`src/rtl/core/psr_pkg.sv`:
```
// psr_pkg: shared widths, constants, data types and arithmetic helpers of the
// plane-sailing polar/rectangular converter. Used by every module under rtl/core.
package psr_pkg;

   localparam int PSR_CORDIC_STAGES = 16;
   localparam int FRAC_BITS = 16;
   localparam int ANG_FRAC  = 24;
   localparam int GUARD     = 8;
   localparam int ANG_SHIFT = ANG_FRAC - FRAC_BITS;

   localparam int COURSE_W = 25;
   localparam int DIST_W   = 31;
   localparam int COORD_W  = 32;
   localparam int DOUT_W   = 32;

   // datapath widths: x/y carry guard bits plus cordic growth, z is degrees with 24 fraction bits
   localparam int XY_W   = 43;
   localparam int Z_W    = 35;
   localparam int GAIN_W = 42;

   localparam logic [31:0] GAIN_Q32 = 32'd2608131496;

   localparam logic [COURSE_W-1:0] COURSE_FULL = COURSE_W'(360 << FRAC_BITS);

   localparam logic signed [Z_W-1:0] Z_FULL    = Z_W'(64'sd360 <<< ANG_FRAC);
   localparam logic signed [Z_W-1:0] Z_HALF    = Z_W'(64'sd180 <<< ANG_FRAC);
   localparam logic signed [Z_W-1:0] Z_QUARTER = Z_W'(64'sd90 <<< ANG_FRAC);

   localparam logic signed [XY_W-1:0] S32_MAX = XY_W'(64'sd2147483647);
   localparam logic signed [XY_W-1:0] S32_MIN = XY_W'(-64'sd2147483648);

   // atan(2^-i) in degrees, 24 fraction bits
   localparam logic [30:0] ATAN_DEG [32] = '{
      31'd754974720, 31'd445687602, 31'd235489088, 31'd119537938, 31'd60000934,
      31'd30029717, 31'd15018523, 31'd7509720, 31'd3754917, 31'd1877466,
      31'd938734, 31'd469367, 31'd234684, 31'd117342, 31'd58671, 31'd29335,
      31'd14668, 31'd7334, 31'd3667, 31'd1833, 31'd917, 31'd458, 31'd229,
      31'd115, 31'd57, 31'd29, 31'd14, 31'd7, 31'd4, 31'd2, 31'd1, 31'd0
   };

   typedef struct packed {
      logic                   act;
      logic                   zero;
      logic signed [XY_W-1:0] x;
      logic signed [XY_W-1:0] y;
      logic signed [Z_W-1:0]  z;
   } psr_vec_type;

   // v * 0.6072529 with round to nearest, split into high and low 32-bit halves
   function automatic logic [GAIN_W-1:0] gain_mul(input logic [GAIN_W-1:0] v);
      logic [63:0]     lo_p;
      logic [GAIN_W:0] hi_p;
      logic [GAIN_W:0] sum;
      lo_p = 64'(v[31:0]) * 64'(GAIN_Q32) + 64'h0000_0000_8000_0000;
      hi_p = (GAIN_W+1)'(v[GAIN_W-1:32]) * (GAIN_W+1)'(GAIN_Q32);
      sum  = hi_p + (GAIN_W+1)'(lo_p[63:32]);
      return sum[GAIN_W-1:0];
   endfunction

   // drop guard bits, round half away from zero
   function automatic logic signed [XY_W-1:0] round_guard(input logic signed [XY_W-1:0] v);
      logic [XY_W-1:0] mag;
      logic [XY_W-1:0] r;
      mag = v[XY_W-1] ? XY_W'(-v) : XY_W'(v);
      r   = (mag + XY_W'(1 << (GUARD-1))) >> GUARD;
      return v[XY_W-1] ? -signed'(r) : signed'(r);
   endfunction

   function automatic logic signed [COORD_W-1:0] sat32(input logic signed [XY_W-1:0] v);
      logic signed [COORD_W-1:0] r;
      if (v > S32_MAX) begin
         r = S32_MAX[COORD_W-1:0];
      end else if (v < S32_MIN) begin
         r = S32_MIN[COORD_W-1:0];
      end else begin
         r = v[COORD_W-1:0];
      end
      return r;
   endfunction

endpackage

```
`src/rtl/core/psr_cell.sv`:
```
// psr_cell: one cordic micro-rotation with its own pipeline register, rotation
// mode driven by the angle sign, vectoring mode by the east sign. Depends on psr_pkg.
module psr_cell
   import psr_pkg::*;
#(
   parameter int SHIFT = 0
) (
   input  logic        clock,
   input  logic        reset,
   input  logic        in_valid,
   output logic        in_ready,
   input  psr_vec_type in_vec,
   output logic        out_valid,
   input  logic        out_ready,
   output psr_vec_type out_vec
);

   localparam logic [4:0] IDX = 5'(SHIFT);

   logic                   valid_ff;
   psr_vec_type            vec_ff;
   psr_vec_type            vec_in;
   logic                   ready;
   logic signed [XY_W-1:0] x_sh;
   logic signed [XY_W-1:0] y_sh;
   logic signed [Z_W-1:0]  atan_z;
   logic                   neg_rot;

   assign ready    = !valid_ff || out_ready;
   assign in_ready = ready;

   always_comb begin
      x_sh    = $signed(in_vec.x) >>> SHIFT;
      y_sh    = $signed(in_vec.y) >>> SHIFT;
      atan_z  = Z_W'(ATAN_DEG[IDX]);
      // both modes share one update, only the decision bit differs
      neg_rot = in_vec.act ? !in_vec.y[XY_W-1] : in_vec.z[Z_W-1];
      vec_in.act  = in_vec.act;
      vec_in.zero = in_vec.zero;
      if (neg_rot) begin
         vec_in.x = in_vec.x + y_sh;
         vec_in.y = in_vec.y - x_sh;
         vec_in.z = in_vec.z + atan_z;
      end else begin
         vec_in.x = in_vec.x - y_sh;
         vec_in.y = in_vec.y + x_sh;
         vec_in.z = in_vec.z - atan_z;
      end
   end

   always_ff @(posedge clock) begin
      if (reset) begin
         valid_ff <= 1'b0;
      end else if (ready) begin
         valid_ff <= in_valid;
      end
   end

   always_ff @(posedge clock) begin
      if (ready && in_valid) begin
         vec_ff <= vec_in;
      end
   end

   assign out_valid = valid_ff;
   assign out_vec   = vec_ff;

endmodule

```
`config.mk`:
```
export PLATFORM = sky130hd
export DESIGN_NAME = psr_cell
export DESIGN_NICKNAME = d
export VERILOG_FILES = /design/src/rtl/core/psr_pkg.sv /design/src/rtl/core/psr_cell.sv
export SDC_FILE = /design/constraint.sdc
export NUM_CORES = 1
export LEC_CHECK = 0
export ABC_AREA = 1
export BUFFER_PORTS_ARGS = -buffer_cell sky130_fd_sc_hd__buf_2
export CAP_MARGIN = 20
export CORE_UTILIZATION = 53
export CTS_CLUSTER_DIAMETER = 30
export DETAILED_ROUTE_END_ITERATION = 6
export PLACE_DENSITY_LB_ADDON = 0.25
export SETUP_SLACK_MARGIN = 0.05
export SYNTH_ARGS = -nofsm -noshare
export SYNTH_HDL_FRONTEND = slang
export SYNTH_SLANG_ARGS = --single-unit
export TNS_END_PERCENT = 10
```
`constraint.sdc`:
```
create_clock -name clock -period 6.8 [get_ports clock]
set_clock_uncertainty 0.05 [all_clocks]
set_input_delay 0.34 -clock clock [delete_from_list [all_inputs] [get_ports clock]]
set_output_delay 0.34 -clock clock [all_outputs]
set_load 0.005 [all_outputs]
```
==> results.txt <==
Antenna violations before repair: 2
Largest net degree at the start of global routing: 79
GRT Total Usage: 39.0%
Crit end category: flop
Std cell rows: 59
CP Class: primary input to flop
Share of the yosys chip area belonging to registers: 25.6%
Placed Cells: 2827
CP Max Fanout: 49
Pre-CTS setup slack: 3640 ps
Most common cell after layout, fill and taps aside: nand2_1
Layout cells sized above 1: 13.1%
Violated checks: DRC
First-pass GRT wire length: 83000 um
Req. time, crit path: 7030 ps
Post-CTS setup buffers: 0
Unique masters post-synth: 44
Mean Syn Cell Area: 6.28 um2
CP max-delay cell: buf_4
Internal Power: 1.86 mW
NetSw: 1.30 mW
Vias: 16300
Num CTS Buffers: 17
Die W: 167 um
Commonest cells after routing, fill and taps aside: nand2_1, inv_1, buf_2, nor2_1, nand3_1
Max Transition Viols Final: 0
Routed length per instance: 19.1 um
Post-route worst setup slack: 4040 ps
GRT overflow: 0
Core Box Area: 26400 um2
DRC viols: 5
Cell area after synthesis: 14400 um2
Yosys reg bits: 123
Static leakage: 8.73 nW
Clk network pwr share: 30.5%
Routed Antenna Nets: 0
Die Ht: 167 um
Worst Hold Class: primary input to flop
CTS tree: yes
Final period util: 40.5%
Syn-to-layout area delta: 13.7%
CP max stage delay: 520 ps
PortBufs: 251
Clock latency on the worst-skew pair: 430 ps
WL final: 54700 um
Synth Instances: 2293
FILL cells: 2524
Final #Nets: 2778
Initial Utilization: 54.7%
Syn nets: 2559
H-tree level count: 4
Count of hold-fix buffers inserted at cts: 1
Clk slew on worst S/H paths: 70 ps
CTS Sinks: 123
Root Driver: clkbuf_16
Pwr/cell area: 193 nW/um2
Final setup viols: 0
Outcome: complete, but fails checks
IO Pins: 252
Maxcap violations: 0
Via density: 5.71
Worst-path cell chain: buf_2 -> nor2_1 -> a21oi_4 -> buf_4 -> inv_2 -> ha_1 -> a21oi_1 -> o21ai_0 -> a21oi_1 -> nor2_1 -> nor2_1 -> xor2_1
Sw Ratio: 41.2%
Setup repair after global routing missed its margin: no
HPWL Detailed: 44800 um
CTS-repair resized insts: 0
Pre-Repair DR Iteration Count: 7
Die area: 27900 um2
Post-Route Setup TNS: 0 ps
Comb power frac: 38.6%
Clock buffer depth: 2
Worst setup SP type: primary input
Final Critical Period: 2760 ps
Drt initial violations: 1712
CP arrival: 2980 ps
Fin cells: 2861
VDD IR-drop max: 0.111 mV
Worst slew pin tran: 954 ps
Vias in the first global route: 15400
Fmax: 363 MHz
Final Hold Fails: 0
Relative slew slack: 36.4%
Synth warnings: 0
Most used cell, CP: nor2_1
Gpl congestion: 1.05
Sequential share of power: 31.0%
==> path summary, 6_finish.rpt <==
path | startpoint | end | slack, ps | depth (start not counted)
setup / recovery | in_vec[122] | out_vec[31]$_DFFE_PP_ | 4040 | 12
hold / removal | in_vec[121] | out_vec[121]$_DFFE_PP_ | 30 | 1
setup reg to reg | out_valid$_SDFFE_PP0N_ | out_vec[82]$_DFFE_PP_ | 4490 | 3
hold reg to reg | out_valid$_SDFFE_PP0N_ | out_valid$_SDFFE_PP0N_ | 480 | 2
==> cell families (layout without fill, tap and decap cells) <==
family	after synthesis	after routing	synth area share [%]
compound gates	303	303	11.3
xor+xnor	41	41	2.49
fa+ha+maj	139	139	12.3
buf+inv	423	655	11.9
flops	123	123	25.6
mux	4	4	0.278
other cells	0	1	0
simple gates	1260	1260	36.1
==> metrics by stage <==
| step | power (mW) | hold WS [ps] | instance area (um2) | util, % |
|---|---|---|---|---|
| floorplan | 1.76 | 359 | 14400 | - |
| global placement | 2.14 | 444 | 15800 | 60.0 |
| detailed placement | 2.16 | 447 | 15800 | 60.0 |
| CTS | 3.13 | 18.6 | 16400 | 62.2 |
| global route | 3.31 | 22.3 | 16400 | 62.2 |
| finish | 3.16 | 25.8 | 16400 | 62.2 |
==> layout make-up <==
cell class	count	area, um2	share of cell area [%]
multi-input combinational	1747	9030	55.1
sequential	123	3680	22.5
inverter	366	1370	8.38
timing repair buffer	257	1300	7.95
clock buffer	17	425	2.60
tap	335	419	2.56
clock inverter	15	154	0.939
antenna	1	2.50	0.0153
==> layer usage <==
| metal | part of all wire [%] | GRT usage [%] | up-vias |
|---|---|---|---|
| met1 | 40 | 49.6 | 7498 |
| li1 | - | - | 7744 |
| met3 | 9.3 | 4.97 | 158 |
| met4 | 5.3 | 20.9 | 0 |
| met5 | 0 | 0 | - |
| met2 | 45 | 64.6 | 949 |
==> state kept, by name, indices dropped and copies added (netlist names) <==
name       count
out_vec      122
out_valid      1
==> cells in the mapped netlist, drive strengths merged <==
| cell type | number | share of area [%] |
|---|---|---|
| buf | 44 | 2.1 |
| nor3 | 20 | 0.80 |
| a31oi | 2 | 0.087 |
| a21o | 1 | 0.052 |
| ha | 135 | 12 |
| nor2 | 248 | 6.8 |
| fa | 4 | 0.56 |
| nor4 | 2 | 0.087 |
| o21bai | 25 | 1.3 |
| o21a | 5 | 0.26 |
| o211ai | 4 | 0.28 |
| nand4 | 22 | 0.96 |
| or2 | 2 | 0.087 |
| nand3 | 210 | 7.3 |
| a21oi | 161 | 5.6 |
| nand2b | 1 | 0.043 |
| edfxtp | 122 | 25 |
| xnor2 | 6 | 0.36 |
| xor2 | 35 | 2.1 |
| nand2 | 751 | 20 |
| and2 | 3 | 0.13 |
| dfxtp | 1 | 0.14 |
| inv | 366 | 9.5 |
| o31ai | 2 | 0.10 |
| o21ai | 99 | 3.5 |
| nand3b | 1 | 0.052 |
| clkbuf | 13 | 0.34 |
| a21boi | 1 | 0.052 |
| o22ai | 3 | 0.13 |
| mux2i | 4 | 0.28 |
==> worst max-delay path, delay by kind of cell <==
family | cells | cell delay [ps]
adders and majority gates | 1 | 450
xor gates and xnor gates | 1 | 200
AOI/OAI and AO/OA | 4 | 580
buffers and inverters | 3 | 1100
and+or+nand+nor | 3 | 270
==> power by group through the flow <==
stage | sequential [mW] | clock, mW | combinational, mW
3_5_place_dp | 0.992 | 0 | 1.17
6_report | 0.977 | 0.962 | 1.22
5_1_grt | 0.984 | 0.996 | 1.33
3_3_place_gp | 0.990 | 0 | 1.15
2_1_floorplan | 1.01 | 0 | 0.750
4_1_cts | 0.978 | 0.968 | 1.18
Power figures use the tool's default switching activity.
