### config.mk
export PLATFORM = sky130hd
export DESIGN_NAME = psr_post
export DESIGN_NICKNAME = d
export VERILOG_FILES = /design/src/rtl/core/psr_pkg.sv /design/src/rtl/core/psr_post.sv
export SDC_FILE = /design/constraint.sdc
export NUM_CORES = 2
export LEC_CHECK = 0
export BUFFER_PORTS_ARGS = -buffer_cell sky130_fd_sc_hd__buf_2
export CORE_UTILIZATION = 44
export CTS_CLUSTER_SIZE = 40
export DETAILED_ROUTE_END_ITERATION = 16
export GPL_TIMING_DRIVEN = 0
export MAX_ROUTING_LAYER = met4
export PLACE_DENSITY_LB_ADDON = 0.3
export SYNTH_ARGS = -nofsm -noshare
export SYNTH_HDL_FRONTEND = slang
export SYNTH_SLANG_ARGS = --single-unit
export TNS_END_PERCENT = 100
### constraint.sdc
create_clock -name clock -period 17.1 [get_ports clock]
set_input_delay 0.855 -clock clock [delete_from_list [all_inputs] [get_ports clock]]
set_output_delay 0.855 -clock clock [all_outputs]
set_load 0.01 [all_outputs]
### src/rtl/core/psr_pkg.sv
// psr_pkg: shared widths, constants, data types and arithmetic helpers of the
// plane-sailing polar/rectangular converter. Used by every module under rtl/core.
package psr_pkg;

   localparam int PSR_CORDIC_STAGES = 16;
   localparam int FRAC_BITS = 16;
   localparam int ANG_FRAC  = 24;
   localparam int GUARD     = 8;
   localparam int ANG_SHIFT = ANG_FRAC - FRAC_BITS;

   localparam int COURSE_W = 25;
   localparam int DIST_W   = 31;
   localparam int COORD_W  = 32;
   localparam int DOUT_W   = 32;

   // datapath widths: x/y carry guard bits plus cordic growth, z is degrees with 24 fraction bits
   localparam int XY_W   = 43;
   localparam int Z_W    = 35;
   localparam int GAIN_W = 42;

   localparam logic [31:0] GAIN_Q32 = 32'd2608131496;

   localparam logic [COURSE_W-1:0] COURSE_FULL = COURSE_W'(360 << FRAC_BITS);

   localparam logic signed [Z_W-1:0] Z_FULL    = Z_W'(64'sd360 <<< ANG_FRAC);
   localparam logic signed [Z_W-1:0] Z_HALF    = Z_W'(64'sd180 <<< ANG_FRAC);
   localparam logic signed [Z_W-1:0] Z_QUARTER = Z_W'(64'sd90 <<< ANG_FRAC);

   localparam logic signed [XY_W-1:0] S32_MAX = XY_W'(64'sd2147483647);
   localparam logic signed [XY_W-1:0] S32_MIN = XY_W'(-64'sd2147483648);

   // atan(2^-i) in degrees, 24 fraction bits
   localparam logic [30:0] ATAN_DEG [32] = '{
      31'd754974720, 31'd445687602, 31'd235489088, 31'd119537938, 31'd60000934,
      31'd30029717, 31'd15018523, 31'd7509720, 31'd3754917, 31'd1877466,
      31'd938734, 31'd469367, 31'd234684, 31'd117342, 31'd58671, 31'd29335,
      31'd14668, 31'd7334, 31'd3667, 31'd1833, 31'd917, 31'd458, 31'd229,
      31'd115, 31'd57, 31'd29, 31'd14, 31'd7, 31'd4, 31'd2, 31'd1, 31'd0
   };

   typedef struct packed {
      logic                   act;
      logic                   zero;
      logic signed [XY_W-1:0] x;
      logic signed [XY_W-1:0] y;
      logic signed [Z_W-1:0]  z;
   } psr_vec_type;

   // v * 0.6072529 with round to nearest, split into high and low 32-bit halves
   function automatic logic [GAIN_W-1:0] gain_mul(input logic [GAIN_W-1:0] v);
      logic [63:0]     lo_p;
      logic [GAIN_W:0] hi_p;
      logic [GAIN_W:0] sum;
      lo_p = 64'(v[31:0]) * 64'(GAIN_Q32) + 64'h0000_0000_8000_0000;
      hi_p = (GAIN_W+1)'(v[GAIN_W-1:32]) * (GAIN_W+1)'(GAIN_Q32);
      sum  = hi_p + (GAIN_W+1)'(lo_p[63:32]);
      return sum[GAIN_W-1:0];
   endfunction

   // drop guard bits, round half away from zero
   function automatic logic signed [XY_W-1:0] round_guard(input logic signed [XY_W-1:0] v);
      logic [XY_W-1:0] mag;
      logic [XY_W-1:0] r;
      mag = v[XY_W-1] ? XY_W'(-v) : XY_W'(v);
      r   = (mag + XY_W'(1 << (GUARD-1))) >> GUARD;
      return v[XY_W-1] ? -signed'(r) : signed'(r);
   endfunction

   function automatic logic signed [COORD_W-1:0] sat32(input logic signed [XY_W-1:0] v);
      logic signed [COORD_W-1:0] r;
      if (v > S32_MAX) begin
         r = S32_MAX[COORD_W-1:0];
      end else if (v < S32_MIN) begin
         r = S32_MIN[COORD_W-1:0];
      end else begin
         r = v[COORD_W-1:0];
      end
      return r;
   endfunction

endpackage

### src/rtl/core/psr_post.sv
// psr_post: gain removal, guard rounding, saturation and course wrap, ending in
// the result register. Depends on psr_pkg.
module psr_post
   import psr_pkg::*;
(
   input  logic                       clock,
   input  logic                       reset,
   input  logic                       in_valid,
   output logic                       in_ready,
   input  psr_vec_type                in_vec,
   output logic                       out_valid,
   input  logic                       out_ready,
   output logic signed [COORD_W-1:0]  north_out,
   output logic signed [COORD_W-1:0]  east_out,
   output logic [COURSE_W-1:0]        course_out,
   output logic [DOUT_W-1:0]          distance_out
);

   logic                      p1_valid_ff;
   logic                      p1_act_ff;
   logic                      p1_zero_ff;
   logic signed [XY_W-1:0]    p1_north_ff;
   logic signed [XY_W-1:0]    p1_east_ff;
   logic [GAIN_W-1:0]         p1_mag_ff;
   logic [Z_W-1:0]            p1_z_ff;

   logic                      p2_valid_ff;
   logic                      p2_act_ff;
   logic signed [COORD_W-1:0] p2_north_ff;
   logic signed [COORD_W-1:0] p2_east_ff;
   logic [COURSE_W-1:0]       p2_course_ff;
   logic [DOUT_W-1:0]         p2_dist_ff;

   logic                      p1_ready;
   logic                      p2_ready;
   logic [XY_W-1:0]           x_clamp;
   logic signed [Z_W-1:0]     z_wrap;

   logic [GAIN_W:0]           dist_sum;
   logic [GAIN_W:0]           dist_sh;
   logic [DOUT_W-1:0]         dist_in;
   logic [Z_W-1:0]            crs_sum;
   logic [Z_W-1:0]            crs_sh;
   logic [COURSE_W-1:0]       crs_in;
   logic signed [COORD_W-1:0] north_in;
   logic signed [COORD_W-1:0] east_in;

   assign p2_ready = !p2_valid_ff || out_ready;
   assign p1_ready = !p1_valid_ff || p2_ready;
   assign in_ready = p1_ready;

   assign x_clamp = in_vec.x[XY_W-1] ? '0 : XY_W'(in_vec.x);
   assign z_wrap  = in_vec.z[Z_W-1] ? in_vec.z + Z_FULL : in_vec.z;

   always_ff @(posedge clock) begin
      if (reset) begin
         p1_valid_ff <= 1'b0;
      end else if (p1_ready) begin
         p1_valid_ff <= in_valid;
      end
   end

   always_ff @(posedge clock) begin
      if (p1_ready && in_valid) begin
         p1_act_ff   <= in_vec.act;
         p1_zero_ff  <= in_vec.zero;
         p1_north_ff <= round_guard(in_vec.x);
         p1_east_ff  <= round_guard(in_vec.y);
         p1_mag_ff   <= gain_mul(x_clamp[GAIN_W-1:0]);
         p1_z_ff     <= Z_W'(z_wrap);
      end
   end

   always_comb begin
      dist_sum = (GAIN_W+1)'(p1_mag_ff) + (GAIN_W+1)'(1 << (GUARD-1));
      dist_sh  = dist_sum >> GUARD;
      dist_in  = (|dist_sh[GAIN_W:DOUT_W]) ? '1 : dist_sh[DOUT_W-1:0];
      crs_sum  = p1_z_ff + Z_W'(1 << (ANG_SHIFT-1));
      crs_sh   = crs_sum >> ANG_SHIFT;
      // a course that rounds up to a full turn reads as north
      crs_in   = (crs_sh >= Z_W'(COURSE_FULL)) ? '0 : crs_sh[COURSE_W-1:0];
      north_in = sat32(p1_north_ff);
      east_in  = sat32(p1_east_ff);
   end

   always_ff @(posedge clock) begin
      if (reset) begin
         p2_valid_ff <= 1'b0;
      end else if (p2_ready) begin
         p2_valid_ff <= p1_valid_ff;
      end
   end

   always_ff @(posedge clock) begin
      if (p2_ready && p1_valid_ff) begin
         p2_act_ff <= p1_act_ff;
         if (!p1_act_ff) begin
            p2_north_ff  <= north_in;
            p2_east_ff   <= east_in;
            p2_course_ff <= '0;
            p2_dist_ff   <= '0;
         end else begin
            p2_north_ff  <= '0;
            p2_east_ff   <= '0;
            p2_course_ff <= p1_zero_ff ? '0 : crs_in;
            p2_dist_ff   <= p1_zero_ff ? '0 : dist_in;
         end
      end
   end

   assign out_valid    = p2_valid_ff;
   assign north_out    = p2_north_ff;
   assign east_out     = p2_east_ff;
   assign course_out   = p2_course_ff;
   assign distance_out = p2_dist_ff;

   // vectoring never drives x negative
   assert property (@(posedge clock) disable iff (reset)
      in_valid && in_vec.act |-> !in_vec.x[XY_W-1])
      else $error("psr_post: vectoring x went negative");

   assert property (@(posedge clock) disable iff (reset)
      p2_valid_ff |-> p2_course_ff < COURSE_FULL)
      else $error("psr_post: course beyond full turn");

   assert property (@(posedge clock) disable iff (reset)
      p2_valid_ff && !p2_act_ff |-> p2_course_ff == '0 && p2_dist_ff == '0)
      else $error("psr_post: polar fields set on rectangular result");

   assert property (@(posedge clock) disable iff (reset)
      p2_valid_ff && p2_act_ff |-> p2_north_ff == '0 && p2_east_ff == '0)
      else $error("psr_post: rectangular fields set on polar result");

endmodule

==> impl_metrics.py <==
metrics = {
    "run_status": {
        "status": "completed",
    },
    "worst_setup_path": {
        "crit_top_cell": "inv_1",
        "cp-end-kind": "flop",
        "path_class": "in2reg",
        "critPathMaxFanout": 19,
        "r2r_setup_slack_ps": 12790,
        "arrival_ps": 16660,
        "slowest_delay_ps": 650,
        "worst-path-buf-inv": 16,
        "required_ps": 17430,
        "timing.rr.start": "p1_mag_ff[9]$_DFFE_PP_",
        "critPathSlowestCell": "or4b_2",
        "startpoint_type": "primary input",
        "rr_endpoint": "distance_out[3]$_SDFFCE_PP0P_",
        "reg2reg_depth": 11,
        "path_delay_family": "buffers and inverters",
    },
    "sta": {
        "finalHoldViolCount": 0,
        "hold_ws_ps": 412.7,
        "maxSlewViolCount": 0,
        "period_minus_slack_ps": 16330,
        "fin_crit_sh_pct": 95.51,
        "skew_ps": 23.00,
        "slew_headroom_pct": 14.85,
        "timing.fmax_mhz": 61.23,
        "worstMarginPinSlew_ps": 1275,
        "setup_viol": 0,
        "rsz0062_at_grt": "false",
    },
    "placement": {
        "dp_hpwl_um": 104300,
        "routabilityCongestion": 1.001,
        "dp_cells": 5933,
        "io_buffers": 209,
    },
    "global_routing": {
        "track_usage_pct": 26.08,
        "antenna_found_initial": 10,
        "grt_pass1_wl_um": 191500,
        "grt_overflow": 0,
        "grt_max_degree": 60,
        "grt_pass1_vias": 32710,
    },
    "cts": {
        "htree_levels": 1,
        "cts_root_buf": "clkbuf_16",
        "holdBufCountCts": 0,
        "cts_buffer_depth": 3,
        "clock_latency_ps": 610,
        "cts_sinks": 274,
        "tritoncts": "built",
        "clk_pin_slew_ps": 60,
        "numCtsBuffers": 30,
        "post_cts_buffers": 0,
    },
    "cells_and_area": {
        "syn_to_final_growth_pct": 9.138,
        "drive_gt1_share_pct": 7.772,
        "layout.nets": 5845,
        "finalNonFillerCells": 5995,
        "fillers": 9020,
    },
    "detailed_routing": {
        "ant_nets": 0,
        "vias": 32980,
        "viasPerCell": 5.500,
        "routedWlPerCell_um": 20.37,
        "dr.pass1.iters": 5,
        "drcViolationCount": 0,
        "wl_um": 122100,
        "drtIter0Drc": 2977,
    },
    "floorplan": {
        "fp.dieH_um": 311.9,
        "chipWidth_um": 311.9,
        "die_area_um2": 97280,
        "placementRows": 113,
        "coreArea_um2": 95010,
        "initial_utilization_pct": 44.47,
        "ios": 250,
    },
    "yosys": {
        "postSynthCellCount": 4454,
        "synth_top_family_by_area": "adder cells",
        "muxShareOfSynthArea_pct": 0.5892,
        "synthesis.nets": 5600,
        "ys_ff_latch": 274,
        "ys_types": 104,
        "synthXorXnorAreaFrac_pct": 7.648,
        "ys_warn_count": 0,
        "yosys.area_share.simple_pct": 13.36,
        "synthTopCellsByArea": "fa_1, edfxtp_1, ha_1",
        "syn-cell-area_um2": 42260,
        "synth-compound-area-share_pct": 10.62,
        "synth_top_area_share_pct": 25.63,
        "synthAdderAreaFrac_pct": 39.81,
        "yosys.area.top_type": "fa_1",
        "synth_ff_type": "edfxtp_1",
        "syn_area_per_cell_um2": 9.487,
        "synth-edff-count": 272,
        "postSynth.asyncResetShare_pct": 0,
        "yosysSeqAreaShare_pct": 19.42,
    },
    "flow_run": {
        "maxCapViolCount": 0,
    },
    "worst_hold_path": {
        "hold_end": "out_valid$_SDFFE_PP0P_",
        "hold_depth": 2,
        "hp-class": "in2reg",
        "hold_start": "reset",
    },
}
## registers in the layout, summed over array words and instances, names as in the netlist, 25 cells and up
signal and flops:
north_out 32, distance_out 32, p1_mag_ff 35, p1_east_ff 43, p1_north_ff 43, course_out 25
p1_z_ff 28, east_out 32
## how the worst max path moves through the flow
| stage | depth (start not counted) | endpoint | start | slack (ps) |
|---|---|---|---|---|
| 2_1_floorplan | 50 | p1_mag_ff[40]$_DFFE_PP_ | in_vec[120] | 3540 |
| 3_3_place_gp | 49 | p1_mag_ff[40]$_DFFE_PP_ | in_vec[120] | -1590 |
| 3_5_place_dp | 49 | p1_mag_ff[40]$_DFFE_PP_ | in_vec[120] | -1580 |
| 4_1_cts | 51 | p1_mag_ff[40]$_DFFE_PP_ | in_vec[120] | 110 |
| 5_1_grt | 49 | p1_mag_ff[40]$_DFFE_PP_ | in_vec[120] | 50 |
| 6_report | 49 | p1_mag_ff[40]$_DFFE_PP_ | in_vec[120] | 770 |
## cell usage after synthesis, drive strengths merged, types with 34 or more instances
| cell type | number |
|---|---|
| nor3 | 78 |
| ha | 478 |
| clkbuf | 102 |
| nor4 | 36 |
| o21ai | 123 |
| a31oi | 35 |
| o31ai | 34 |
| nand3 | 97 |
| a21o | 51 |
| nand2 | 248 |
| nand4 | 36 |
| inv | 826 |
| or3 | 36 |
| edfxtp | 272 |
| and3 | 48 |
| a21oi | 189 |
| xor2 | 129 |
| nor2 | 376 |
| fa | 541 |
| xnor2 | 234 |
## per-stage QoR
step,cell area (um2),setup slack (ps),util [%],TNS (ps)
6_report,46120,767.1,48.54,0
5_1_grt,46110,48.22,48.53,0
3_3_place_gp,44880,-1588,47.24,-23940
4_1_cts,46090,108.1,48.51,0
2_1_floorplan,42260,3544,-,0
3_5_place_dp,45020,-1585,47.38,-22800
## cells by family (layout without fill, tap and decap cells)
kind of cell               Yosys count  after routing
and+or+nand+nor                   1145           1145
adders and majority gates         1020           1020
buffers and inverters              955           1223
AOI/OAI and AO/OA                  672            672
xor gates and xnor gates           365            365
DFF                                274            274
muxes                               23             23
other                                0              8
## cell usage in the layout, fill, tap and decap left out, drive strengths merged, types with 17 or more instances in the layout
cell      n
nand2b   32
nor4     36
ha      478
clkbuf  137
a31oi    35
nor2b    33
edfxtp  272
nand4    36
buf     238
nand2   248
and2     33
o31ai    34
fa      541
nor3     78
and3     48
a211oi   25
o21a     19
o211ai   29
nor2    376
mux2i    17
or3      36
o21ai   123
xnor2   234
xor2    129
a21oi   189
inv     825
nand3    97
or2      26
a21o     51
## final cells by class
class | count | area (um2) | share of cell area, %
Multi-Input combinational cell | 3225 | 30480 | 66.09
Sequential cell | 274 | 8208 | 17.80
Inverter | 827 | 3112 | 6.748
Tap cell | 1265 | 1583 | 3.432
Timing Repair Buffer | 215 | 1166 | 2.529
Clock buffer | 34 | 765.7 | 1.660
Buffer | 126 | 515.5 | 1.118
Clock inverter | 21 | 270.3 | 0.5860
Antenna cell | 8 | 20.02 | 0.04341
## repair_timing
item / in CTS / in global routing
setup endpoints to repair: 20 / 15
gates resized for setup: 15 / 10
pin swaps: 0 / 0
## routing by layer
metal | vias up | part of all wire (%) | global-route usage, % | wire [um]
met3 | 183 | 7.3 | 3.654 | 8961
met1 | 16200 | 45 | 36.57 | 55040
li1 | 15390 | - | - | -
met5 | - | 0 | - | 0
met4 | 0 | 2.6 | 5.492 | 3115
met2 | 1200 | 45 | 40.17 | 55020
Power is not shown: default switching activity piles up to over one toggle a cycle in this logic, so the estimate is an artifact.
