[src/rtl/core/psr_pkg.sv]
// psr_pkg: shared widths, constants, data types and arithmetic helpers of the
// plane-sailing polar/rectangular converter. Used by every module under rtl/core.
package psr_pkg;

   localparam int PSR_CORDIC_STAGES = 16;
   localparam int FRAC_BITS = 16;
   localparam int ANG_FRAC  = 24;
   localparam int GUARD     = 8;
   localparam int ANG_SHIFT = ANG_FRAC - FRAC_BITS;

   localparam int COURSE_W = 25;
   localparam int DIST_W   = 31;
   localparam int COORD_W  = 32;
   localparam int DOUT_W   = 32;

   // datapath widths: x/y carry guard bits plus cordic growth, z is degrees with 24 fraction bits
   localparam int XY_W   = 43;
   localparam int Z_W    = 35;
   localparam int GAIN_W = 42;

   localparam logic [31:0] GAIN_Q32 = 32'd2608131496;

   localparam logic [COURSE_W-1:0] COURSE_FULL = COURSE_W'(360 << FRAC_BITS);

   localparam logic signed [Z_W-1:0] Z_FULL    = Z_W'(64'sd360 <<< ANG_FRAC);
   localparam logic signed [Z_W-1:0] Z_HALF    = Z_W'(64'sd180 <<< ANG_FRAC);
   localparam logic signed [Z_W-1:0] Z_QUARTER = Z_W'(64'sd90 <<< ANG_FRAC);

   localparam logic signed [XY_W-1:0] S32_MAX = XY_W'(64'sd2147483647);
   localparam logic signed [XY_W-1:0] S32_MIN = XY_W'(-64'sd2147483648);

   // atan(2^-i) in degrees, 24 fraction bits
   localparam logic [30:0] ATAN_DEG [32] = '{
      31'd754974720, 31'd445687602, 31'd235489088, 31'd119537938, 31'd60000934,
      31'd30029717, 31'd15018523, 31'd7509720, 31'd3754917, 31'd1877466,
      31'd938734, 31'd469367, 31'd234684, 31'd117342, 31'd58671, 31'd29335,
      31'd14668, 31'd7334, 31'd3667, 31'd1833, 31'd917, 31'd458, 31'd229,
      31'd115, 31'd57, 31'd29, 31'd14, 31'd7, 31'd4, 31'd2, 31'd1, 31'd0
   };

   typedef struct packed {
      logic                   act;
      logic                   zero;
      logic signed [XY_W-1:0] x;
      logic signed [XY_W-1:0] y;
      logic signed [Z_W-1:0]  z;
   } psr_vec_type;

   // v * 0.6072529 with round to nearest, split into high and low 32-bit halves
   function automatic logic [GAIN_W-1:0] gain_mul(input logic [GAIN_W-1:0] v);
      logic [63:0]     lo_p;
      logic [GAIN_W:0] hi_p;
      logic [GAIN_W:0] sum;
      lo_p = 64'(v[31:0]) * 64'(GAIN_Q32) + 64'h0000_0000_8000_0000;
      hi_p = (GAIN_W+1)'(v[GAIN_W-1:32]) * (GAIN_W+1)'(GAIN_Q32);
      sum  = hi_p + (GAIN_W+1)'(lo_p[63:32]);
      return sum[GAIN_W-1:0];
   endfunction

   // drop guard bits, round half away from zero
   function automatic logic signed [XY_W-1:0] round_guard(input logic signed [XY_W-1:0] v);
      logic [XY_W-1:0] mag;
      logic [XY_W-1:0] r;
      mag = v[XY_W-1] ? XY_W'(-v) : XY_W'(v);
      r   = (mag + XY_W'(1 << (GUARD-1))) >> GUARD;
      return v[XY_W-1] ? -signed'(r) : signed'(r);
   endfunction

   function automatic logic signed [COORD_W-1:0] sat32(input logic signed [XY_W-1:0] v);
      logic signed [COORD_W-1:0] r;
      if (v > S32_MAX) begin
         r = S32_MAX[COORD_W-1:0];
      end else if (v < S32_MIN) begin
         r = S32_MIN[COORD_W-1:0];
      end else begin
         r = v[COORD_W-1:0];
      end
      return r;
   endfunction

endpackage

[src/rtl/core/psr_prep.sv]
// psr_prep: two front stages: course reduction and gain multiply, then quadrant
// fold and start vector for the cordic row. Depends on psr_pkg.
module psr_prep
   import psr_pkg::*;
(
   input  logic                      clock,
   input  logic                      reset,
   input  logic                      in_valid,
   output logic                      in_ready,
   input  logic                      action,
   input  logic [COURSE_W-1:0]       course_in,
   input  logic [DIST_W-1:0]         distance_in,
   input  logic signed [COORD_W-1:0] north_in,
   input  logic signed [COORD_W-1:0] east_in,
   output logic                      out_valid,
   input  logic                      out_ready,
   output psr_vec_type               out_vec
);

   logic                      a_valid_ff;
   logic                      a_act_ff;
   logic                      a_zero_ff;
   logic [COURSE_W-1:0]       a_course_ff;
   logic [GAIN_W-1:0]         a_mag_ff;
   logic signed [COORD_W-1:0] a_north_ff;
   logic signed [COORD_W-1:0] a_east_ff;
   logic                      b_valid_ff;
   psr_vec_type               b_vec_ff;

   logic                      a_ready;
   logic                      b_ready;
   logic [COURSE_W-1:0]       course_in_mod;
   logic [GAIN_W-1:0]         mag_in;

   logic signed [Z_W-1:0]     z_raw;
   logic signed [Z_W-1:0]     z_fold;
   logic signed [XY_W-1:0]    m_s;
   psr_vec_type               b_vec_in;

   assign b_ready  = !b_valid_ff || out_ready;
   assign a_ready  = !a_valid_ff || b_ready;
   assign in_ready = a_ready;

   assign course_in_mod = (course_in >= COURSE_FULL) ? course_in - COURSE_FULL : course_in;
   assign mag_in = gain_mul(GAIN_W'({distance_in, {GUARD{1'b0}}}));

   always_ff @(posedge clock) begin
      if (reset) begin
         a_valid_ff <= 1'b0;
      end else if (a_ready) begin
         a_valid_ff <= in_valid;
      end
   end

   always_ff @(posedge clock) begin
      if (a_ready && in_valid) begin
         a_act_ff    <= action;
         a_zero_ff   <= (north_in == '0) && (east_in == '0);
         a_course_ff <= course_in_mod;
         a_mag_ff    <= mag_in;
         a_north_ff  <= north_in;
         a_east_ff   <= east_in;
      end
   end

   always_comb begin
      z_raw  = Z_W'({a_course_ff, {ANG_SHIFT{1'b0}}});
      z_fold = (z_raw > Z_HALF) ? z_raw - Z_FULL : z_raw;
      m_s    = XY_W'(a_mag_ff);
      b_vec_in.act  = a_act_ff;
      b_vec_in.zero = a_zero_ff;
      if (!a_act_ff) begin
         // beyond a quarter turn the start vector is pre-rotated by 90 degrees
         priority if (z_fold > Z_QUARTER) begin
            b_vec_in.x = '0;
            b_vec_in.y = m_s;
            b_vec_in.z = z_fold - Z_QUARTER;
         end else if (z_fold < -Z_QUARTER) begin
            b_vec_in.x = '0;
            b_vec_in.y = -m_s;
            b_vec_in.z = z_fold + Z_QUARTER;
         end else begin
            b_vec_in.x = m_s;
            b_vec_in.y = '0;
            b_vec_in.z = z_fold;
         end
      end else begin
         // southern half plane is turned by 180 degrees first
         if (a_north_ff[COORD_W-1]) begin
            b_vec_in.x = -(XY_W'(a_north_ff) <<< GUARD);
            b_vec_in.y = -(XY_W'(a_east_ff) <<< GUARD);
            b_vec_in.z = Z_HALF;
         end else begin
            b_vec_in.x = XY_W'(a_north_ff) <<< GUARD;
            b_vec_in.y = XY_W'(a_east_ff) <<< GUARD;
            b_vec_in.z = '0;
         end
      end
   end

   always_ff @(posedge clock) begin
      if (reset) begin
         b_valid_ff <= 1'b0;
      end else if (b_ready) begin
         b_valid_ff <= a_valid_ff;
      end
   end

   always_ff @(posedge clock) begin
      if (b_ready && a_valid_ff) begin
         b_vec_ff <= b_vec_in;
      end
   end

   assign out_valid = b_valid_ff;
   assign out_vec   = b_vec_ff;

endmodule

[config.mk]
export PLATFORM = sky130hd
export DESIGN_NAME = psr_prep
export DESIGN_NICKNAME = d
export VERILOG_FILES = /design/src/rtl/core/psr_pkg.sv /design/src/rtl/core/psr_prep.sv
export SDC_FILE = /design/constraint.sdc
export NUM_CORES = 1
export LEC_CHECK = 0
export ABC_AREA = 1
export CAP_MARGIN = 20
export CORE_MARGIN = 2
export CORE_UTILIZATION = 50
export DETAILED_ROUTE_END_ITERATION = 10
export DONT_BUFFER_PORTS = 1
export GPL_TIMING_DRIVEN = 0
export PLACE_DENSITY = 0.76
export SYNTH_ARGS = -nofsm -noshare
export SYNTH_HDL_FRONTEND = slang
export SYNTH_SLANG_ARGS = --single-unit
export TNS_END_PERCENT = 1
[constraint.sdc]
create_clock -name clock -period 15.6 [get_ports clock]
set_input_delay 1.56 -clock clock [delete_from_list [all_inputs] [get_ports clock]]
set_output_delay 1.56 -clock clock [all_outputs]
set_load 0.05 [all_outputs]
==> impl_results.md, run 1 <==
- Share of the synthesized area in the top cell type: 0.225
- Remaining Overflow, GRT: 0
- Port bufs: 0
- Hold Path End: out_vec[121]$_DFFE_PP_
- Clk buf depth: 3
- TritonCTS buffer count: 24
- Placed instance area: between 30000 and 40000 sq um
- Setup CP Type: input pin to flop
- Cell repeated most along the worst path: nand2_1
- Data required, critical path: around 16000 ps
- I/O pin count: 250
- R2R cell count: 12
- Max Clock Freq: roughly 0.1 GHz
- # hold bufs at CTS: 0
- Detailed Place HPWL: 80.8 mm
- Yosys warning count: 0
- Outcome: finished, final reports clean
- Synth Area in XOR/XNOR: 0.0322
- Total number of vias: ~27000
- # H-tree levels: 1
- R2R Setup Slk: 12500 ps
- CTS Sinks: roughly 250
- Pin count of the biggest net entering global routing: 74
- Critical path fanouts, max: 6
- Number of synthesized flops with an enable pin: around 250
- Die width: 260 microns
- Global routing's busiest layer: met2
- Setup tns final: 0 ps
- Initial antenna violation count: 0
- Post-synth top area cell: edfxtp_1
- Final period util: 0.645
- Final ANT Viol Nets: 0
- Final nets: ~5000
- Starting Density: 0.503
- Met3 Use GR: 0.0488
- Async S/R FF share, synth: 0
- Clk Latency, worst-skew pair: 550 ps
- Main synth FF type: edfxtp_1
- Largest stage delay, worst path: ~590 ps
- Final wirelength: 94.3 mm
- Area delta synth->final: 6.16%
- Hold path depth: 0
- Vias in the first global route: roughly 27000
- Synthesized instance count: between 4000 and 5000
- Reg2reg end: out_vec[114]$_DFFE_PP_
- Hold Crit Class: flop to flop
- Max Slew Vio Count: 0
- Final number of hold-violating endpoints: 0
- Clock skew: about 20 ps
- Synth Area in Adders: 0.340
- Root Buffer: clkbuf_16
- Layout cells sized above 1: 0.0333
- DR WL/cell: around 19 microns
- DR iter-0 viols: around 2900
- Final setup fails: 0
- Antenna diode count: 0
- Slowest cell on crit path: fa_1
- First-pass GRT wire length: between 100 and 150 mm
- Clock transition at the registers of the reported paths: approximately 70 ps
- Mean Syn Cell Area: around 8.0 sq um
- Slew @ Worst Pin: 1020 ps
- Worst r2r src: a_north_ff[0]$_DFFE_PP_
- DRC: 0
- Slew HR: 0.318
- Fin area: 34900 sq um
- RSZ-0062 raised after global routing: false
- Crit path DAT: ~10000 ps
- Filler cell count: approximately 6100
- Synth area leaders: edfxtp_1 (22%), fa_1 (21%), ha_1 (13%), inv_1 (11%), nand2_1 (10%)
- Met2 usage: 0.457
- CTS tree: built
- MaxCap Viol Count: 0
- Num rows: 94
- Total GRT Usage: 0.280
- Post-cts resize count: 0
- Post-synthesis compound-gate area fraction: 0.0720
- Worst hold margin: about 420 ps
- Synth Register Bits: 248
- Post-Synth Simple-Gate Area: 0.212
- Seq/Total Area, Yosys: 0.226
- Core region area: 65400 sq um
- Crit path capture type: flop
- Die height: around 260 microns
- Drt pass-1 iters: 8
- Startpoint types: input pin
- RePlAce Congestion: between 1 and 1.5
- Vias/cell: around 5.4
- Hold Path Origin: a_zero_ff$_DFFE_PP_
- Die ar.: 67800 sq um
- Post-synthesis mux area share: 0
- Critical path buffers and inverters: 4
- Met1 usage: 0.384
- Delay-heaviest family, CP: adder cells
- Netlist cell types: 56
- Post CTS Setup Buffer Count: 0
- Period minus WS final: between 10000 and 15000 ps
- Largest family of logic cells by synthesized area: adder cells
- Synthesized cell area: 32900 sq um
[state kept, by name, indices dropped and copies added, names as in the netlist]
register / flops
a_course_ff: 25
a_east_ff: 32
a_zero_ff: 1
out_valid: 1
a_mag_ff: 40
out_vec: 115
a_valid_ff: 1
a_act_ff: 1
a_north_ff: 32
[cell families after synthesis]
logic type / Yosys count
AO/OA/AOI/OAI: 413
flip-flops: 248
buffers and inverters: 1006
AND/OR/NAND/NOR: 1634
adder cells (fa/ha/maj): 691
XOR/XNOR: 121
other: 1
[Yosys cell counts (25+ instances only)]
cell type and count:
inv_1 954, nand2_1 883, ha_1 353, fa_1 338, nor2_1 334, edfxtp_1 246, nand3_1 207, a21oi_1 166
o21ai_0 127, xor2_1 99, nand4_1 59, nor3_1 49, nor4_1 33, o21ai_1 25
[placed cells by master (no fill, tap or decap), types with 4 or more instances in the layout]
cell	count
a21oi_1	165
inv_6	5
nor3_1	49
xnor2_1	22
buf_2	4
nor3_2	6
o211ai_1	5
a21o_1	18
nand2_2	6
clkinv_1	4
o21a_1	6
nor2_2	18
clkbuf_1	24
nand3_1	207
nor4_1	33
xor2_1	99
nand4_1	59
o21ai_1	25
o21ai_0	127
a31oi_1	10
ha_1	353
nand3b_1	16
conb_1	11
clkbuf_16	25
o21bai_1	11
buf_6	7
o22ai_2	12
nor2_1	334
buf_4	10
o22ai_1	16
fa_1	338
nand2_1	883
inv_2	5
or2_2	8
inv_1	953
edfxtp_1	246
[worst register-to-register path, stage by stage (launching register included)]
cell and delay, ps:
edfxtp_1 360, inv_1 240, ha_1 260, nand3_1 110
nor3_1 260, nand3_1 200, nor3_2 300, nand2_1 190
o21ai_1 260, o21ai_1 250, o21ai_0 230, nand2_1 80
o22ai_2 200
[through the flow]
stage / utilization / cells / setup WS [ps]
final: 0.534 / 5035 / 5540
after global routing: 0.534 / 5035 / 4970
after CTS: 0.534 / 5035 / 5660
after detailed placement: 0.522 / 4992 / 5120
after global placement: 0.520 / 4988 / 5200
after floorplan: - / 4124 / 6530
[worst max-delay path by stage]
stage,from,endpoint,slack (ps),depth (start not counted)
floorplan,distance_in[6],a_mag_ff[35]$_DFFE_PP_,6530,42
global placement,distance_in[9],a_mag_ff[35]$_DFFE_PP_,5200,37
detailed placement,distance_in[12],a_mag_ff[35]$_DFFE_PP_,5120,37
CTS,distance_in[12],a_mag_ff[35]$_DFFE_PP_,5660,37
global route,distance_in[18],a_mag_ff[35]$_DFFE_PP_,4970,43
finish,distance_in[9],a_mag_ff[35]$_DFFE_PP_,5540,37
[routing by layer]
layer,part of all wire,vias up
met1,0.41,12900
met3,0.099,160
li1,-,13000
met2,0.46,1322
met5,0,-
met4,0.031,0
[area by class of cell]
type | count | area [sq um] | share of cell area
Tap cell | 864 | 1080 | 0.0310
Inverter | 962 | 3620 | 0.104
Buffer | 44 | 260 | 0.00745
Clock buffer | 29 | 641 | 0.0183
Multi-Input combinational cell | 2870 | 21600 | 0.620
Timing Repair Buffer | 4 | 87.6 | 0.00251
Sequential cell | 248 | 7430 | 0.213
Clock inverter | 14 | 163 | 0.00466
Power of run 1 is not shown: default switching activity piles up to over one toggle a cycle in this logic, so the estimate is an artifact.
==> inputs of run 2 (changes only) <==
--- a/config.mk
+++ b/config.mk
@@ -12,7 +12,7 @@
 export DETAILED_ROUTE_END_ITERATION = 10
 export DONT_BUFFER_PORTS = 1
 export GPL_TIMING_DRIVEN = 0
-export PLACE_DENSITY = 0.76
+export PLACE_DENSITY = 0.79
 export SYNTH_ARGS = -nofsm -noshare
 export SYNTH_HDL_FRONTEND = slang
 export SYNTH_SLANG_ARGS = --single-unit
==> constraint.sdc (replaced) <==
create_clock -name clock -period 8.5 [get_ports clock]
set_input_delay 0.85 -clock clock [delete_from_list [all_inputs] [get_ports clock]]
set_output_delay 0.85 -clock clock [all_outputs]
set_load 0.05 [all_outputs]
==> impl_results.md, run 2 (same netlist as run 1, synthesis figures left out) <==
- Outcome: finished with violations
- Failing checks: design-rule violations
- Clock skew: between 40 and 50 ps
- Die width: 260 microns
- Commonest non-fill, non-tap cell in the layout: inv_1
- Slew @ Worst Pin: between 1000 and 1500 ps
- Port bufs: 0
- Detailed Place HPWL: between 80 and 90 mm
- Total number of vias: 27700
- CTS tree: built
- Final wirelength: approximately 96 mm
- Drt pass-1 iters: 11
- Layout cells sized above 1: 0.0890
- Max reg flops: ~120
- Data required, critical path: between 8000 and 9000 ps
- MaxCap Viol Count: 0
- CTS Sinks: ~250
- Max Clock Freq: 0.121 GHz
- Root Buffer: clkbuf_16
- Largest stage delay, worst path: roughly 600 ps
- Critical path fanouts, max: 5
- Period minus WS final: just over 8000 ps
- Max Slew Vio Count: 0
- Die ar.: 67800 sq um
- # H-tree levels: 1
- R2R Setup Slk: about 5400 ps
- Final worst-path setup slack: 223 ps
- First-pass GRT wire length: about 150 mm
- Pin count of the biggest net entering global routing: between 100 and 150
- Hold Crit Class: input pin to flop
- Crit path capture type: flop
- Area delta synth->final: 9.73%
- DR WL/cell: approximately 19 microns
- Crit path DAT: roughly 8600 ps
- TritonCTS buffer count: 23
- Setup CP Type: input pin to flop
- Core region area: about 65000 sq um
- Final period util: 0.974
- Final setup fails: 0
- Antenna diode count: 0
- DRC: 1
- I/O pin count: 250
- DR iter-0 viols: roughly 3100
- Commonest cells after routing, fill and taps aside: inv_1 (941), nand2_1 (843), fa_1 (320)
- Initial antenna violation count: 1
- Final ANT Viol Nets: 0
- Setup slack at placement: -1230 ps
- Total GRT Usage: 0.283
- Cell repeated most along the worst path: fa_1
- Startpoint types: input pin
- Clk buf depth: 3
- Remaining Overflow, GRT: 0
- Num rows: 94
- Slowest cell on crit path: fa_1
- Clk Latency, worst-skew pair: 560 ps
- Vias/cell: 5.49
- Final nets: 4989
- RePlAce Congestion: approximately 1.0
- Final number of hold-violating endpoints: 0
- Vias in the first global route: 26900
- Slew HR: 0.277
- Die height: 260 microns
- Clock transition at the registers of the reported paths: around 80 ps
- Starting Density: 0.503
==> run 2: cell types whose count changed in the layout (fill, tap and decap cells not counted), moves of 18 or more <==
cell | previous run | this run
nor2_4 | 1 | 21
nor2_1 | 334 | 278
ha_2 | 0 | 20
ha_1 | 353 | 301
nor2_2 | 18 | 54
buf_4 | 10 | 28
ha_4 | 0 | 32
nand2_1 | 883 | 843
nand2_2 | 6 | 44
fa_1 | 338 | 320
fa_2 | 0 | 18
==> run 2: path summary, 6_finish.rpt <==
| path | from | endpoint | depth (start not counted) |
|---|---|---|---|
| max | distance_in[9] | a_mag_ff[25]$_DFFE_PP_ | 33 |
| min | east_in[31] | a_east_ff[31]$_DFFE_PP_ | 0 |
| max reg2reg | a_course_ff[19]$_DFFE_PP_ | out_vec[60]$_DFFE_PP_ | 17 |
| min reg2reg | a_zero_ff$_DFFE_PP_ | out_vec[121]$_DFFE_PP_ | 0 |
==> run 2: layout make-up <==
class                      instances  area (sq um)
multi-input combinational       2870         22700
buffer                            43           260
clock inverter                    13           103
tap                              864          1080
timing repair buffer              25           278
fill                            5906         29300
clock buffer                      29           608
inverter                         962          3620
sequential                       248          7430
==> run 2: critical path, delay by kind of cell <==
family          cells  cell delay, ps
compound gates      5             970
fa+ha+maj           9            4490
buf+inv             3             190
xor+xnor            2             330
simple gates       14            1730
==> run 2: stage by stage <==
stage               utilization  area, sq um  setup TNS (ps)  hold slack (ps)  std cells
floorplan                     -        32900               0              400       4124
global placement          0.520        34000         -122700              409       4988
detailed placement        0.522        34100          -18510              436       4993
CTS                       0.536        35100               0              372       5039
global route              0.552        36100            -397              378       5054
finish                    0.552        36100               0              384       5054
==> run 2: what timing repair did <==
action | CTS | global route
pin swaps | 6 | 44
gates cloned | 0 | 1
hold buffers | 0 | 0
gates resized for setup | 50 | 228
endpoints found under the setup margin | 18 | 25
buffers inserted | 4 | 15
==> run 2: layer usage <==
| metal | track usage | part of all wire | wire length [microns] | vias to the layer above |
|---|---|---|---|---|
| met5 | 0 | 0 | 0 | - |
| met1 | 0.389 | 0.41 | 39600 | 13100 |
| met4 | 0.0770 | 0.031 | 2990 | 0 |
| met3 | 0.0523 | 0.10 | 9770 | 179 |
| li1 | - | - | - | 13100 |
| met2 | 0.459 | 0.46 | 43800 | 1349 |
Power of run 2 is left out for the same reason.
